$ cat config.mk
export PLATFORM = sky130hd
export DESIGN_NAME = signed_peak_normalize_to_byte_unit
export DESIGN_NICKNAME = d
export VERILOG_FILES = /design/src/rtl/core/snb_pkg.sv /design/src/rtl/core/snb_front.sv /design/src/rtl/core/snb_queue.sv /design/src/rtl/core/snb_back.sv /design/src/rtl/core/signed_peak_normalize_to_byte_unit.sv
export SDC_FILE = /design/constraint.sdc
export NUM_CORES = 1
export LEC_CHECK = 0
export BUFFER_PORTS_ARGS = -buffer_cell sky130_fd_sc_hd__buf_2
export CORE_ASPECT_RATIO = 0.5
export CORE_MARGIN = 8
export CORE_UTILIZATION = 25
export DETAILED_ROUTE_END_ITERATION = 10
export GPL_TIMING_DRIVEN = 0
export SLEW_MARGIN = 40
export SYNTH_ARGS = -nofsm -noshare
export SYNTH_HDL_FRONTEND = slang
export SYNTH_SLANG_ARGS = --single-unit
export TNS_END_PERCENT = 10
$ cat constraint.sdc
create_clock -name clk -period 13.2 [get_ports clk]
set_clock_uncertainty 0.1 [all_clocks]
set_input_delay 0.66 -clock clk [delete_from_list [all_inputs] [get_ports clk]]
set_output_delay 0.66 -clock clk [all_outputs]
set_load 0.005 [all_outputs]
$ cat src/rtl/core/snb_pkg.sv
`default_nettype none

package snb_pkg;

	// Sample width and derived datapath widths
	localparam int SAMPLE_BITS = 16;
	localparam int NUM_W       = SAMPLE_BITS + 8;
	localparam int DATA_W      = ((SAMPLE_BITS + 7) / 8) * 8;
	localparam int PIX_W       = 8;

	// Request codes carried on the input tuser
	localparam logic [1:0] REQ_GATHER  = 2'd0;
	localparam logic [1:0] REQ_CONVERT = 2'd1;
	localparam logic [1:0] REQ_CLEAR   = 2'd2;

	// Queue between the front and back parts (depth must be a power of two)
	localparam int Q_DEPTH = 2;
	localparam int Q_PTR_W = $clog2(Q_DEPTH);
	localparam int Q_CNT_W = $clog2(Q_DEPTH + 1);

	// One classified item on its way to the back part
	typedef struct packed {
		logic                   conv;
		logic                   zero;
		logic                   smode;
		logic [SAMPLE_BITS-1:0] peak;
		logic [NUM_W-1:0]       num;
	} snb_entry_t;

endpackage

`default_nettype wire

$ cat src/rtl/core/snb_front.sv
`default_nettype none

module snb_front (
	input  wire logic                     clk,
	input  wire logic                     arst_n,
	input  wire logic                     s_tvalid,
	output logic                          s_tready,
	input  wire logic [snb_pkg::DATA_W-1:0] s_tdata,
	input  wire logic [1:0]               s_tuser,
	input  wire logic                     q_full,
	output logic                          q_push,
	output snb_pkg::snb_entry_t           q_entry
);
	import snb_pkg::*;

	logic [SAMPLE_BITS-1:0] peak_q;
	logic                   neg_q;
	logic [SAMPLE_BITS-1:0] peak_n;
	logic                   neg_n;

	logic [SAMPLE_BITS-1:0] sample;
	logic                   is_neg;
	logic [SAMPLE_BITS-1:0] mag;
	logic [SAMPLE_BITS+1:0] sum;
	logic                   sum_pos;
	logic                   p_pos;
	logic [NUM_W-1:0]       num_sgn;
	logic [NUM_W-1:0]       num_uns;

	// Take the sample apart: sign, magnitude, offset by the peak
	always_comb begin
		sample  = s_tdata[SAMPLE_BITS-1:0];
		is_neg  = sample[SAMPLE_BITS-1];
		mag     = is_neg ? (~sample + 1'b1) : sample;
		sum     = {{2{sample[SAMPLE_BITS-1]}}, sample} + {2'b00, peak_q};
		sum_pos = !sum[SAMPLE_BITS+1] && (sum != '0);
		p_pos   = !is_neg && (sample != '0);
		num_sgn = NUM_W'(sum[SAMPLE_BITS:0]) * NUM_W'(127);
		num_uns = NUM_W'(sample[SAMPLE_BITS-2:0]) * NUM_W'(255);
	end

	// Fold gather and clear requests into the frame statistics
	always_comb begin
		peak_n = peak_q;
		neg_n  = neg_q;
		unique case (s_tuser)
			REQ_GATHER: begin
				neg_n = neg_q | is_neg;
				if (mag > peak_q) begin
					peak_n = mag;
				end
			end
			REQ_CLEAR: begin
				peak_n = '0;
				neg_n  = 1'b0;
			end
			default: begin
			end
		endcase
	end

	// Build the queue entry; convert uses the statistics before this item
	always_comb begin
		q_entry.conv  = (s_tuser == REQ_CONVERT);
		q_entry.zero  = (peak_q == '0) || (neg_q ? !sum_pos : !p_pos);
		q_entry.smode = neg_n;
		q_entry.peak  = peak_q;
		q_entry.num   = neg_q ? num_sgn : num_uns;
	end

	assign s_tready = !q_full;
	assign q_push   = s_tvalid && !q_full;

	// Update statistics on each accepted transaction
	always_ff @(posedge clk or negedge arst_n) begin
		if (!arst_n) begin
			peak_q <= '0;
			neg_q  <= 1'b0;
		end else if (q_push) begin
			peak_q <= peak_n;
			neg_q  <= neg_n;
		end
	end

endmodule

`default_nettype wire

$ cat src/rtl/core/snb_queue.sv
`default_nettype none

module snb_queue (
	input  wire logic                clk,
	input  wire logic                arst_n,
	input  wire logic                push,
	input  wire snb_pkg::snb_entry_t push_entry,
	input  wire logic                pop,
	output snb_pkg::snb_entry_t      pop_entry,
	output logic                     full,
	output logic                     empty
);
	import snb_pkg::*;

	snb_entry_t         mem_q [Q_DEPTH];
	logic [Q_PTR_W-1:0] wr_ptr_q;
	logic [Q_PTR_W-1:0] rd_ptr_q;
	logic [Q_CNT_W-1:0] count_q;

	assign full      = (count_q == Q_CNT_W'(Q_DEPTH));
	assign empty     = (count_q == '0);
	assign pop_entry = mem_q[rd_ptr_q];

	// Store pushed entries
	always_ff @(posedge clk) begin
		if (push) begin
			mem_q[wr_ptr_q] <= push_entry;
		end
	end

	// Advance pointers and occupancy
	always_ff @(posedge clk or negedge arst_n) begin
		if (!arst_n) begin
			wr_ptr_q <= '0;
			rd_ptr_q <= '0;
			count_q  <= '0;
		end else begin
			if (push) begin
				wr_ptr_q <= wr_ptr_q + 1'b1;
			end
			if (pop) begin
				rd_ptr_q <= rd_ptr_q + 1'b1;
			end
			if (push && !pop) begin
				count_q <= count_q + 1'b1;
			end else if (pop && !push) begin
				count_q <= count_q - 1'b1;
			end
		end
	end

endmodule

`default_nettype wire

$ cat src/rtl/core/snb_back.sv
`default_nettype none

module snb_back (
	input  wire logic                       clk,
	input  wire logic                       arst_n,
	input  wire logic                       q_empty,
	input  wire snb_pkg::snb_entry_t        q_entry,
	output logic                            q_pop,
	output logic                            m_tvalid,
	input  wire logic                       m_tready,
	output logic [snb_pkg::PIX_W-1:0]       m_tdata,
	output logic [1:0]                      m_tuser
);
	import snb_pkg::*;

	localparam logic       ST_IDLE = 1'b0;
	localparam logic       ST_DIV  = 1'b1;
	localparam logic [3:0] CNT_SAT = 4'd8;

	logic             state_q;
	logic [3:0]       cnt_q;
	logic [NUM_W-1:0] rem_q;
	logic [NUM_W-1:0] dsr_q;
	logic [PIX_W-1:0] quo_q;
	logic             smode_q;
	logic             m_valid_q;
	logic [PIX_W-1:0] pixel_q;
	logic             conv_q;
	logic             omode_q;

	logic             out_free;
	logic             ge;
	logic [NUM_W-1:0] diff;

	assign out_free = !m_valid_q || m_tready;
	assign q_pop    = (state_q == ST_IDLE) && !q_empty && out_free;
	assign ge       = (rem_q >= dsr_q);
	assign diff     = rem_q - dsr_q;

	assign m_tvalid = m_valid_q;
	assign m_tdata  = pixel_q;
	assign m_tuser  = {omode_q, conv_q};

	// Restoring division, one quotient bit a cycle; first step checks saturation
	always_ff @(posedge clk or negedge arst_n) begin
		if (!arst_n) begin
			state_q   <= ST_IDLE;
			cnt_q     <= '0;
			rem_q     <= '0;
			dsr_q     <= '0;
			quo_q     <= '0;
			smode_q   <= 1'b0;
			m_valid_q <= 1'b0;
			pixel_q   <= '0;
			conv_q    <= 1'b0;
			omode_q   <= 1'b0;
		end else begin
			// Drop a taken result; a pop sets the output register itself
			if (m_valid_q && m_tready && !q_pop) begin
				m_valid_q <= 1'b0;
			end
			unique case (state_q)
				ST_IDLE: begin
					if (q_pop) begin
						if (q_entry.conv && !q_entry.zero) begin
							rem_q     <= q_entry.num;
							dsr_q     <= NUM_W'(q_entry.peak) << PIX_W;
							quo_q     <= '0;
							cnt_q     <= CNT_SAT;
							smode_q   <= q_entry.smode;
							m_valid_q <= 1'b0;
							state_q   <= ST_DIV;
						end else begin
							pixel_q   <= '0;
							conv_q    <= q_entry.conv;
							omode_q   <= q_entry.smode;
							m_valid_q <= 1'b1;
						end
					end
				end
				ST_DIV: begin
					if (cnt_q == CNT_SAT) begin
						if (ge) begin
							pixel_q   <= '1;
							conv_q    <= 1'b1;
							omode_q   <= smode_q;
							m_valid_q <= 1'b1;
							state_q   <= ST_IDLE;
						end else begin
							dsr_q <= dsr_q >> 1;
							cnt_q <= cnt_q - 1'b1;
						end
					end else begin
						rem_q <= ge ? diff : rem_q;
						quo_q <= {quo_q[PIX_W-2:0], ge};
						dsr_q <= dsr_q >> 1;
						if (cnt_q == '0) begin
							pixel_q   <= {quo_q[PIX_W-2:0], ge};
							conv_q    <= 1'b1;
							omode_q   <= smode_q;
							m_valid_q <= 1'b1;
							state_q   <= ST_IDLE;
						end else begin
							cnt_q <= cnt_q - 1'b1;
						end
					end
				end
				default: begin
					state_q <= ST_IDLE;
				end
			endcase
		end
	end

endmodule

`default_nettype wire

$ cat src/rtl/core/signed_peak_normalize_to_byte_unit.sv
// Peak normalization of signed samples to 8-bit grey levels.
// Input stream: s_tdata carries the sample, s_tuser the request
// (gather statistics, convert sample, clear for a new frame).
// Output stream: one transaction per input; m_tdata is the grey level,
// m_tuser flags a conversion result and the frame's signed mode.
// The front part updates the frame peak and negative flag as each
// transaction is accepted and classifies the item into a two-entry queue.
// The back part runs a restoring divider by the gathered peak, one
// quotient bit a cycle: a convert item occupies it through its pop, a
// saturation check and 8 quotient bits, or to the check if it saturates.
// Gather, clear, zero-peak and below-range converts leave it at the pop,
// where the output register takes their result; a saturated convert sets
// that register at the check, a full division with the last quotient bit.
// Reset clears the statistics, the queue and the output register.
// When the receiver stalls the result holds in the output register; the
// queue keeps filling and s_tready drops once both entries are taken.
`default_nettype none

module signed_peak_normalize_to_byte_unit (
	input  wire logic                         clk,
	input  wire logic                         arst_n,
	input  wire logic                         s_tvalid,
	output logic                              s_tready,
	input  wire logic [snb_pkg::DATA_W-1:0]   s_tdata,  // [15:0] sample
	input  wire logic [1:0]                   s_tuser,  // [1:0] req_type
	output logic                              m_tvalid,
	input  wire logic                         m_tready,
	output logic [snb_pkg::PIX_W-1:0]         m_tdata,  // [7:0] pixel
	output logic [1:0]                        m_tuser   // [0] converted, [1] signed_mode
);
	import snb_pkg::*;

	snb_entry_t push_entry;
	snb_entry_t pop_entry;
	logic       q_push;
	logic       q_pop;
	logic       q_full;
	logic       q_empty;

	// Accept and classify
	snb_front u_front (
		.clk      (clk),
		.arst_n   (arst_n),
		.s_tvalid (s_tvalid),
		.s_tready (s_tready),
		.s_tdata  (s_tdata),
		.s_tuser  (s_tuser),
		.q_full   (q_full),
		.q_push   (q_push),
		.q_entry  (push_entry)
	);

	// Decouple front and back
	snb_queue u_queue (
		.clk        (clk),
		.arst_n     (arst_n),
		.push       (q_push),
		.push_entry (push_entry),
		.pop        (q_pop),
		.pop_entry  (pop_entry),
		.full       (q_full),
		.empty      (q_empty)
	);

	// Divide and deliver
	snb_back u_back (
		.clk      (clk),
		.arst_n   (arst_n),
		.q_empty  (q_empty),
		.q_entry  (pop_entry),
		.q_pop    (q_pop),
		.m_tvalid (m_tvalid),
		.m_tready (m_tready),
		.m_tdata  (m_tdata),
		.m_tuser  (m_tuser)
	);

endmodule

`default_nettype wire
==> flow_summary.yaml, run 1 <==
place:
  place_ws_ns: 5.13
  dp.cells: 2590
  place_congestion: 0.913
  dp_hpwl_mm: 33.5
  port_buffers: 33
layout:
  n_fill_cell: 6799
  nNetsFinal: 2028
  regArea_sq_mm: 0.00491
  drive_above_1_share_pct: 6.50
  multi_input_area_sq_mm: 0.0104
  stdcell_count: 2622
  areaGrowthSynthToFinish_pct: 12.2
  antenna_cells: 0
synth:
  syn_inst: 1669
  synthArstFlopShare_pct: 52.0
  synth-main-ff-cell: "dfrtp_1"
  synth-edff-count: 86
  yosysMostFrequentCell: "inv_1"
  yosys.area.top_type: "edfxtp_1"
  seq_area_frac_synth_pct: 30.1
  avgSynthCellArea_sq_um: 9.79
  synthTopCellsByCount: "230 x inv_1, 173 x ha_1, 112 x nand2_1"
  synth_area_leaders: "edfxtp_1 16%, dfrtp_1 14%, ha_1 13%"
  synth_cell_types: 80
  yosysTopAreaCellShare_pct: 15.8
  ys_ff_latch: 179
  syn-num-nets: 1972
  netlist_area_sq_mm: 0.0163
  yosysWarnings: 0
clocking:
  cts_inserted_buffers: 17
  path_clk_slew_ns: 0.08
  clockBufferDepth: 2
  root_buffer: "clkbuf_16"
  ctsHoldBuffers: 0
  cts_tree: "built"
  post_cts_buffers: 0
  ctsResizeCount: 0
  clk_latency_ns: 0.44
  clock_sinks: 179
  cts_max_level: 4
worst_setup_path:
  worstSetupEndpointType: "flop"
  critPathLaunchType: "flop"
  crit_fanout: 6
  arrival_ns: 7.58
  crit_type: "reg -> reg"
  crit_required_ns: 13.21
status:
  status: "finished with violations"
  violations: "negative hold slack"
routing:
  postRouteAntennaNets: 0
  drc: 0
  drt_iter0_drc: 854
  vias: 12200
  wl_per_cell_um: 15.8
  wl_mm: 41.4
  first_pass_iters: 6
  viasPerCell: 4.64
sta:
  hold_violations: 4
  post-route-period-util_pct: 57.3
  fin_setup_tns_ns: 0
  post-route-min-period_ns: 7.57
  layout_setup_ws_ns: 5.63
  worstMarginPinSlew_ns: 0.849
  hold_ws_ns: -0.00154
  fmax_mhz: 132
  slew_violations: 0
  setup_violations: 0
  maxSlewHeadroom_pct: 43.4
  rsz0062_at_grt: "false"
global_routing:
  grt_max_degree: 55
  grt_overflow: 0
  grt_pass1_vias: 12600
  grt_pass1_wl_mm: 67.0
  antenna_found_initial: 0
  grtUsageTotal_pct: 11.1
die:
  initial_core_util_pct: 25.2
  die_height_um: 197
  core_area_sq_mm: 0.0648
  boundaryPins: 34
  die_w_um: 378
  die_area_sq_mm: 0.0743
  rows: 66
run:
  cap_viol_max_count: 0
worst_hold_path:
  hp-class: "in -> async"
[worst max-delay path: stages (launching register included)]
cell	delay [ns]
dfrtp_1	0.57
ha_1	0.27
inv_1	0.06
fa_1	0.40
nor2b_1	0.21
o21ai_0	0.11
a21boi_1	0.44
inv_1	0.27
xnor2_1	0.32
xnor2_1	0.17
fa_1	0.60
fa_1	0.45
fa_1	0.52
inv_1	0.04
ha_1	0.34
a2111oi_0	0.49
o21ai_0	0.37
a311oi_1	0.41
o21ai_0	0.15
a21oi_1	0.32
o2111ai_1	0.14
o211ai_1	0.18
o311ai_1	0.28
[stage by stage]
| stage | cell area (sq um) | util [%] | hold WS [ns] |
|---|---|---|---|
| finish | 18300 | 28.3 | -0.00154 |
| global route | 18300 | 28.3 | 0.0134 |
| global placement | 17600 | 27.2 | 0.365 |
| floorplan | 16300 | - | 0.264 |
| CTS | 18300 | 28.2 | 0.00576 |
| detailed placement | 17700 | 27.3 | 0.376 |
[placed cells by master, fill, tap and decap left out, types with 12 or more instances in the layout]
cell       instances
edfxtp_1          86
a31oi_1           12
inv_1            230
nand4_1           18
xnor2_1           74
mux2i_1           70
a41o_1            14
nor2_1            91
a21o_1            32
clkbuf_1          40
o21ai_0           81
nand3_1           18
dfrtp_1           93
nand2_1          112
nor4_1            13
and2_1            17
clkbuf_16         18
a211oi_1          13
nor2b_1           25
nor3_1            17
o21a_1            22
buf_2             34
fa_1             108
a21oi_1          105
o211ai_1          14
xor2_1            25
ha_1             173
[final timing paths]
check	end	depth (start not counted)	slack, ns	from
max in group asynchronous	u_back.rem_q[22]	2	12.41	arst_n
worst max-delay path	u_queue.mem_q[0][22]	22	5.63	u_front.peak_q[0]
worst min-delay path	u_back.dsr_q[3]	1	-0.002	arst_n
worst max register to register	u_queue.mem_q[0][22]	22	5.63	u_front.peak_q[0]
min in group clk	u_back.smode_q	2	0.38	u_back.smode_q
worst min register to register	u_back.smode_q	2	0.38	u_back.smode_q
[state kept, by name, summed over array words and instances, names as in the netlist]
name	count
u_back.m_tvalid	1
u_back.dsr_q	24
u_back.conv_q	1
u_back.state_q	1
u_back.rem_q	24
u_front.neg_q	1
u_queue.rd_ptr_q	1
u_queue.wr_ptr_q	1
u_front.peak_q	16
u_queue.count_q	2
u_queue.mem_q	86
u_back.omode_q	1
u_back.m_tdata	8
u_back.smode_q	1
u_back.cnt_q	4
u_back.quo_q	7
[layout make-up]
cell class	count	area share (%)
timing repair buffer	37	1.38
tap	884	6.04
inverter	232	4.77
clock buffer	20	2.55
buffer	49	1.09
multi-input combinational	1209	56.7
sequential	179	26.8
clock inverter	12	0.717
[cells by family (layout without fill, tap and decap cells)]
kind of cell | count (synthesis) | after routing | synth area share, %
AO/OA/AOI/OAI | 396 | 396 | 16.0
XOR/XNOR | 102 | 102 | 5.79
adder cells (fa/ha/maj) | 281 | 281 | 26.5
buffers and inverters | 281 | 350 | 6.56
flip-flops | 179 | 179 | 30.1
multiplexers | 77 | 77 | 4.77
AND/OR/NAND/NOR | 353 | 353 | 10.3
[metal layers]
layer | up-vias | wire length (um) | global-route usage, %
met5 | - | 0 | 0
li1 | 5910 | - | -
met3 | 64 | 1160 | 1.17
met1 | 5968 | 19200 | 14.5
met2 | 213 | 20100 | 19.3
met4 | 0 | 966 | 3.45
Power of run 1 is not shown: default switching activity piles up to over one toggle a cycle in this logic, so the estimate is an artifact.
==> run 2, diff against run 1 <==
- clock period: 13.2 -> 7.6 ns (I/O delays scaled with it)
==> run 2 against run 1 <==
  * The flow now finishes without violations
  * Wire length shrank 0.14%
  * Non-clock buffer count grew 2
  * Register-to-register slack lost 5.2 ns
  * Sequential cell count is the same
  * First-iteration DRC count grew 1.8%
  * Via count is essentially flat
  * Maximum frequency grew 4.9%
  * Hold slack gained 0.13 ns
==> flow_summary.yaml, run 2 (same netlist as run 1, synthesis figures left out) <==
status:
  status: "finished clean"
routing:
  wl_mm: 41.3
  viasPerCell: 4.63
  postRouteAntennaNets: 0
  drt_iter0_drc: 869
  first_pass_iters: 5
  vias: 12200
  wl_per_cell_um: 15.7
  drc: 0
worst_hold_path:
  hp-class: "in -> reg"
clocking:
  root_buffer: "clkbuf_16"
  cts_tree: "built"
  clk_latency_ns: 0.44
  clockBufferDepth: 2
  cts_inserted_buffers: 17
  path_clk_slew_ns: 0.08
  clock_sinks: 179
  cts_max_level: 4
layout:
  nNetsFinal: 2030
  reg.largest.list: "u_queue.mem_q: 86 flops, u_back.dsr_q: 24 flops, u_back.rem_q: 24 flops"
  most-common-layout-cells: "230 x inv_1, 173 x ha_1, 112 x nand2_1"
  final_common_cell: "inv_1"
  largest_reg_flops: 86
  antenna_cells: 0
  drive_above_1_share_pct: 7.13
  fin_area_sq_mm: 0.0184
  regMostFlops: "u_queue.mem_q"
  areaGrowthSynthToFinish_pct: 12.6
worst_setup_path:
  arrival_ns: 7.22
  crit_required_ns: 7.61
  slowest_stage: "fa_1"
  max_stage_delay_ns: 0.57
  worstSetupEndpointType: "flop"
  path_buf_inv: 5
  crit_fanout: 8
  critPathLaunchType: "flop"
  crit_type: "reg -> reg"
  cpLargestDelayFamily: "compound AO/OA/AOI/OAI gates"
die:
  rows: 66
  initial_core_util_pct: 25.2
  die_area_sq_mm: 0.0743
  core_area_sq_mm: 0.0648
  die_height_um: 197
  die_w_um: 378
  boundaryPins: 34
sta:
  post-route-min-period_ns: 7.21
  fin_setup_tns_ns: 0
  setup_violations: 0
  layout_setup_ws_ns: 0.386
  slew_violations: 0
  fmax_mhz: 139
  worstMarginPinSlew_ns: 0.852
  hold_ws_ns: 0.131
  rsz0062_at_grt: "true"
  maxSlewHeadroom_pct: 42.8
  hold_violations: 0
  post-route-period-util_pct: 94.9
place:
  place_ws_ns: -0.193
  dp_hpwl_mm: 33.5
  port_buffers: 33
  place_congestion: 0.913
  post_dp_cell_area_sq_mm: 0.0177
global_routing:
  grt_max_degree: 55
  grt_pass1_wl_mm: 67.0
  grtUsageTotal_pct: 11.1
  grt_pass1_vias: 12600
  antenna_found_initial: 0
  grt_overflow: 0
run:
  cap_viol_max_count: 0
==> run 2: worst paths after layout <==
| check | end | cells past startpoint | slack [ns] | start |
|---|---|---|---|---|
| max | u_queue.mem_q[0][22] | 25 | 0.39 | u_front.peak_q[0] |
| min | u_front.peak_q[0] | 2 | 0.13 | s_tuser[1] |
| max reg2reg | u_queue.mem_q[0][22] | 25 | 0.39 | u_front.peak_q[0] |
| min reg2reg | u_back.smode_q | 2 | 0.38 | u_back.smode_q |
| max in group asynchronous | u_back.rem_q[22] | 3 | 6.48 | arst_n |
| min in group asynchronous | u_back.dsr_q[3] | 2 | 0.33 | arst_n |
==> run 2: area by class of cell <==
cell class                      instances  area (sq um)
Timing Repair Buffer                   39           270
Clock inverter                         12           131
Sequential cell                       179          4910
Multi-Input combinational cell       1209         10400
Fill cell                            6798         46400
Clock buffer                           20           468
Tap cell                              884          1110
Inverter                              232           873
Buffer                                 49           199
==> run 2: routing by layer <==
layer	vias up	routed length, um	GRT usage (%)
met2	230	20000	19.3
met5	-	0	0
met3	68	1440	1.17
met4	0	1020	3.47
met1	5941	18800	14.5
li1	5917	-	-
==> run 2: stage by stage <==
step | cells | util (%)
2_1_floorplan | 1669 | -
3_3_place_gp | 2586 | 27.2
3_5_place_dp | 2590 | 27.3
4_1_cts | 2623 | 28.3
5_1_grt | 2624 | 28.4
6_report | 2624 | 28.4
==> run 2: timing repair <==
| item | in CTS | in global routing |
|---|---|---|
| setup buffers | 0 | 1 |
| hold endpoints to repair | 39 | 0 |
| hold buffers | 1 | 0 |
| resized for setup | 1 | 13 |
| setup endpoints to repair | 4 | 20 |
==> run 2: worst register-to-register path, stage by stage (launching register included) <==
cell	delay [ns]
dfrtp_2	0.49
ha_1	0.24
inv_1	0.06
fa_1	0.40
nor2b_1	0.21
o31ai_1	0.13
a211o_2	0.41
o21bai_4	0.19
xor2_4	0.38
buf_4	0.18
inv_1	0.07
xnor2_1	0.20
fa_1	0.57
inv_1	0.05
fa_1	0.41
fa_1	0.49
inv_1	0.04
ha_1	0.34
o21ai_0	0.29
o21ai_0	0.18
a311oi_1	0.37
o21ai_0	0.16
a21oi_1	0.32
o2111ai_1	0.14
o211ai_1	0.18
o311ai_1	0.27
Power of run 2 is left out for the same reason.
==> run 3, diff against run 2 <==
- CTS_BUF_LIST: not set -> sky130_fd_sc_hd__clkbuf_16
==> run 3 against run 2 <==
  * Critical path depth is the same
  * Hold slack worse by 0.0053 ns
  * Non-clock buffer count did not move
  * Highest routed layer unchanged
  * Setup slack worse by 0.026 ns
==> flow_summary.yaml, run 3 (same netlist as run 1, synthesis figures left out) <==
die:
  die_w_um: 378
  boundaryPins: 34
  initial_core_util_pct: 25.2
  rows: 66
  core_area_sq_mm: 0.0648
  die_area_sq_mm: 0.0743
  die_height_um: 197
place:
  port_buffers: 33
  dp_hpwl_mm: 33.5
  place_congestion: 0.913
clocking:
  cts_tree: "built"
  cts_inserted_buffers: 17
  clockBufferDepth: 2
  clock_sinks: 179
  cts_max_level: 4
  root_buffer: "clkbuf_16"
  path_clk_slew_ns: 0.08
  clk_latency_ns: 0.44
worst_setup_path:
  cpLargestDelayFamily: "compound AO/OA/AOI/OAI gates"
  critPathLaunchType: "flop"
  crit_required_ns: 7.61
  worstSetupEndpointType: "flop"
  slowest_stage: "fa_1"
  max_stage_delay_ns: 0.57
  crit_type: "reg -> reg"
  crit_fanout: 8
  arrival_ns: 7.25
  path_buf_inv: 5
routing:
  first_pass_iters: 5
  drt_iter0_drc: 934
  vias: 12100
  wl_mm: 41.4
  wl_per_cell_um: 15.8
  drc: 0
  postRouteAntennaNets: 0
  viasPerCell: 4.63
global_routing:
  grtUsageMet1_pct: 14.5
  antenna_found_initial: 0
  grt_overflow: 0
  met3_usage_pct: 1.17
  grt_pass1_vias: 12600
  grt_max_degree: 55
  gr-usage-met2_pct: 19.2
  grt_pass1_wl_mm: 67.0
  top_usage_layer: "met2"
  grtUsageTotal_pct: 11.1
layout:
  utilization_pct: 28.4
  most-common-layout-cells: "231 x inv_1, 173 x ha_1, 112 x nand2_1"
  nNetsFinal: 2030
  largest_reg_flops: 86
  areaGrowthSynthToFinish_pct: 12.6
  antenna_cells: 0
  regMostFlops: "u_queue.mem_q"
  drive_above_1_share_pct: 7.07
  final_common_cell: "inv_1"
  reg.largest.list: "u_queue.mem_q: 86 flops, u_back.dsr_q: 24 flops, u_back.rem_q: 24 flops"
sta:
  post-route-period-util_pct: 95.3
  maxSlewHeadroom_pct: 42.6
  slew_violations: 0
  hold_ws_ns: 0.126
  setup_violations: 0
  worstMarginPinSlew_ns: 0.854
  post-route-min-period_ns: 7.24
  rsz0062_at_grt: "true"
  fmax_mhz: 138
  hold_violations: 0
status:
  status: "finished clean"
worst_hold_path:
  hp-class: "in -> reg"
run:
  cap_viol_max_count: 0
-- run 3: area by class of cell --
| type | instances | area, sq um |
|---|---|---|
| buffer | 49 | 199 |
| clock buffer | 18 | 450 |
| clock inverter | 14 | 139 |
| fill | 6800 | 46400 |
| inverter | 232 | 873 |
| multi-input combinational | 1209 | 10400 |
| sequential | 179 | 4910 |
| tap | 884 | 1110 |
| timing repair buffer | 39 | 270 |
-- run 3: metrics by stage --
stage	setup WS (ns)	std cells	cell area, sq um	TNS (ns)
after floorplan	1.20	1669	16300	0
after global placement	-0.101	2586	17600	-0.257
after global routing	-0.0126	2624	18400	-0.0252
after CTS	0.0611	2623	18300	0
after detailed placement	-0.193	2590	17700	-0.511
final	0.360	2624	18400	0
-- run 3: worst reg2reg max path, stage by stage, from the launching register on --
cell and delay [ns]:
dfrtp_2 0.49, ha_1 0.24, inv_1 0.06, fa_1 0.40, nor2b_1 0.21, o31ai_1 0.13
a211o_2 0.42, o21bai_4 0.19, xor2_4 0.38, buf_4 0.18, inv_1 0.07, xnor2_1 0.20
fa_1 0.57, inv_1 0.05, fa_1 0.41, fa_1 0.49, inv_1 0.04, ha_1 0.34
o21ai_0 0.28, o21ai_0 0.18, a311oi_1 0.38, o21ai_0 0.16, a21oi_1 0.32, o2111ai_1 0.14
o211ai_1 0.19, o311ai_1 0.28
-- run 3: what timing repair did --
action / in CTS / in global routing
hold buffers: 1 / 0
gates cloned: 0 / 0
setup endpoints to repair: 4 / 20
setup buffers: 0 / 1
hold endpoints to repair: 39 / 0
resized for setup: 1 / 13
-- run 3: routing by layer --
layer,up-vias,share of wire [%]
li1,5911,-
met1,5945,46
met2,231,49
met3,59,3.7
met4,0,2.3
met5,-,0
-- run 3: worst paths after layout --
| check | start | endpoint | slack (ns) | depth (start not counted) |
|---|---|---|---|---|
| setup reg to reg | u_front.peak_q[0] | u_queue.mem_q[0][22] | 0.36 | 25 |
| min in group asynchronous | arst_n | u_back.dsr_q[3] | 0.33 | 2 |
| setup / recovery | u_front.peak_q[0] | u_queue.mem_q[0][22] | 0.36 | 25 |
| hold / removal | s_tuser[1] | u_front.peak_q[0] | 0.13 | 2 |
| max in group asynchronous | arst_n | u_back.rem_q[22] | 6.48 | 3 |
| hold reg to reg | u_back.smode_q | u_back.smode_q | 0.38 | 2 |
Power of run 3 is left out for the same reason.
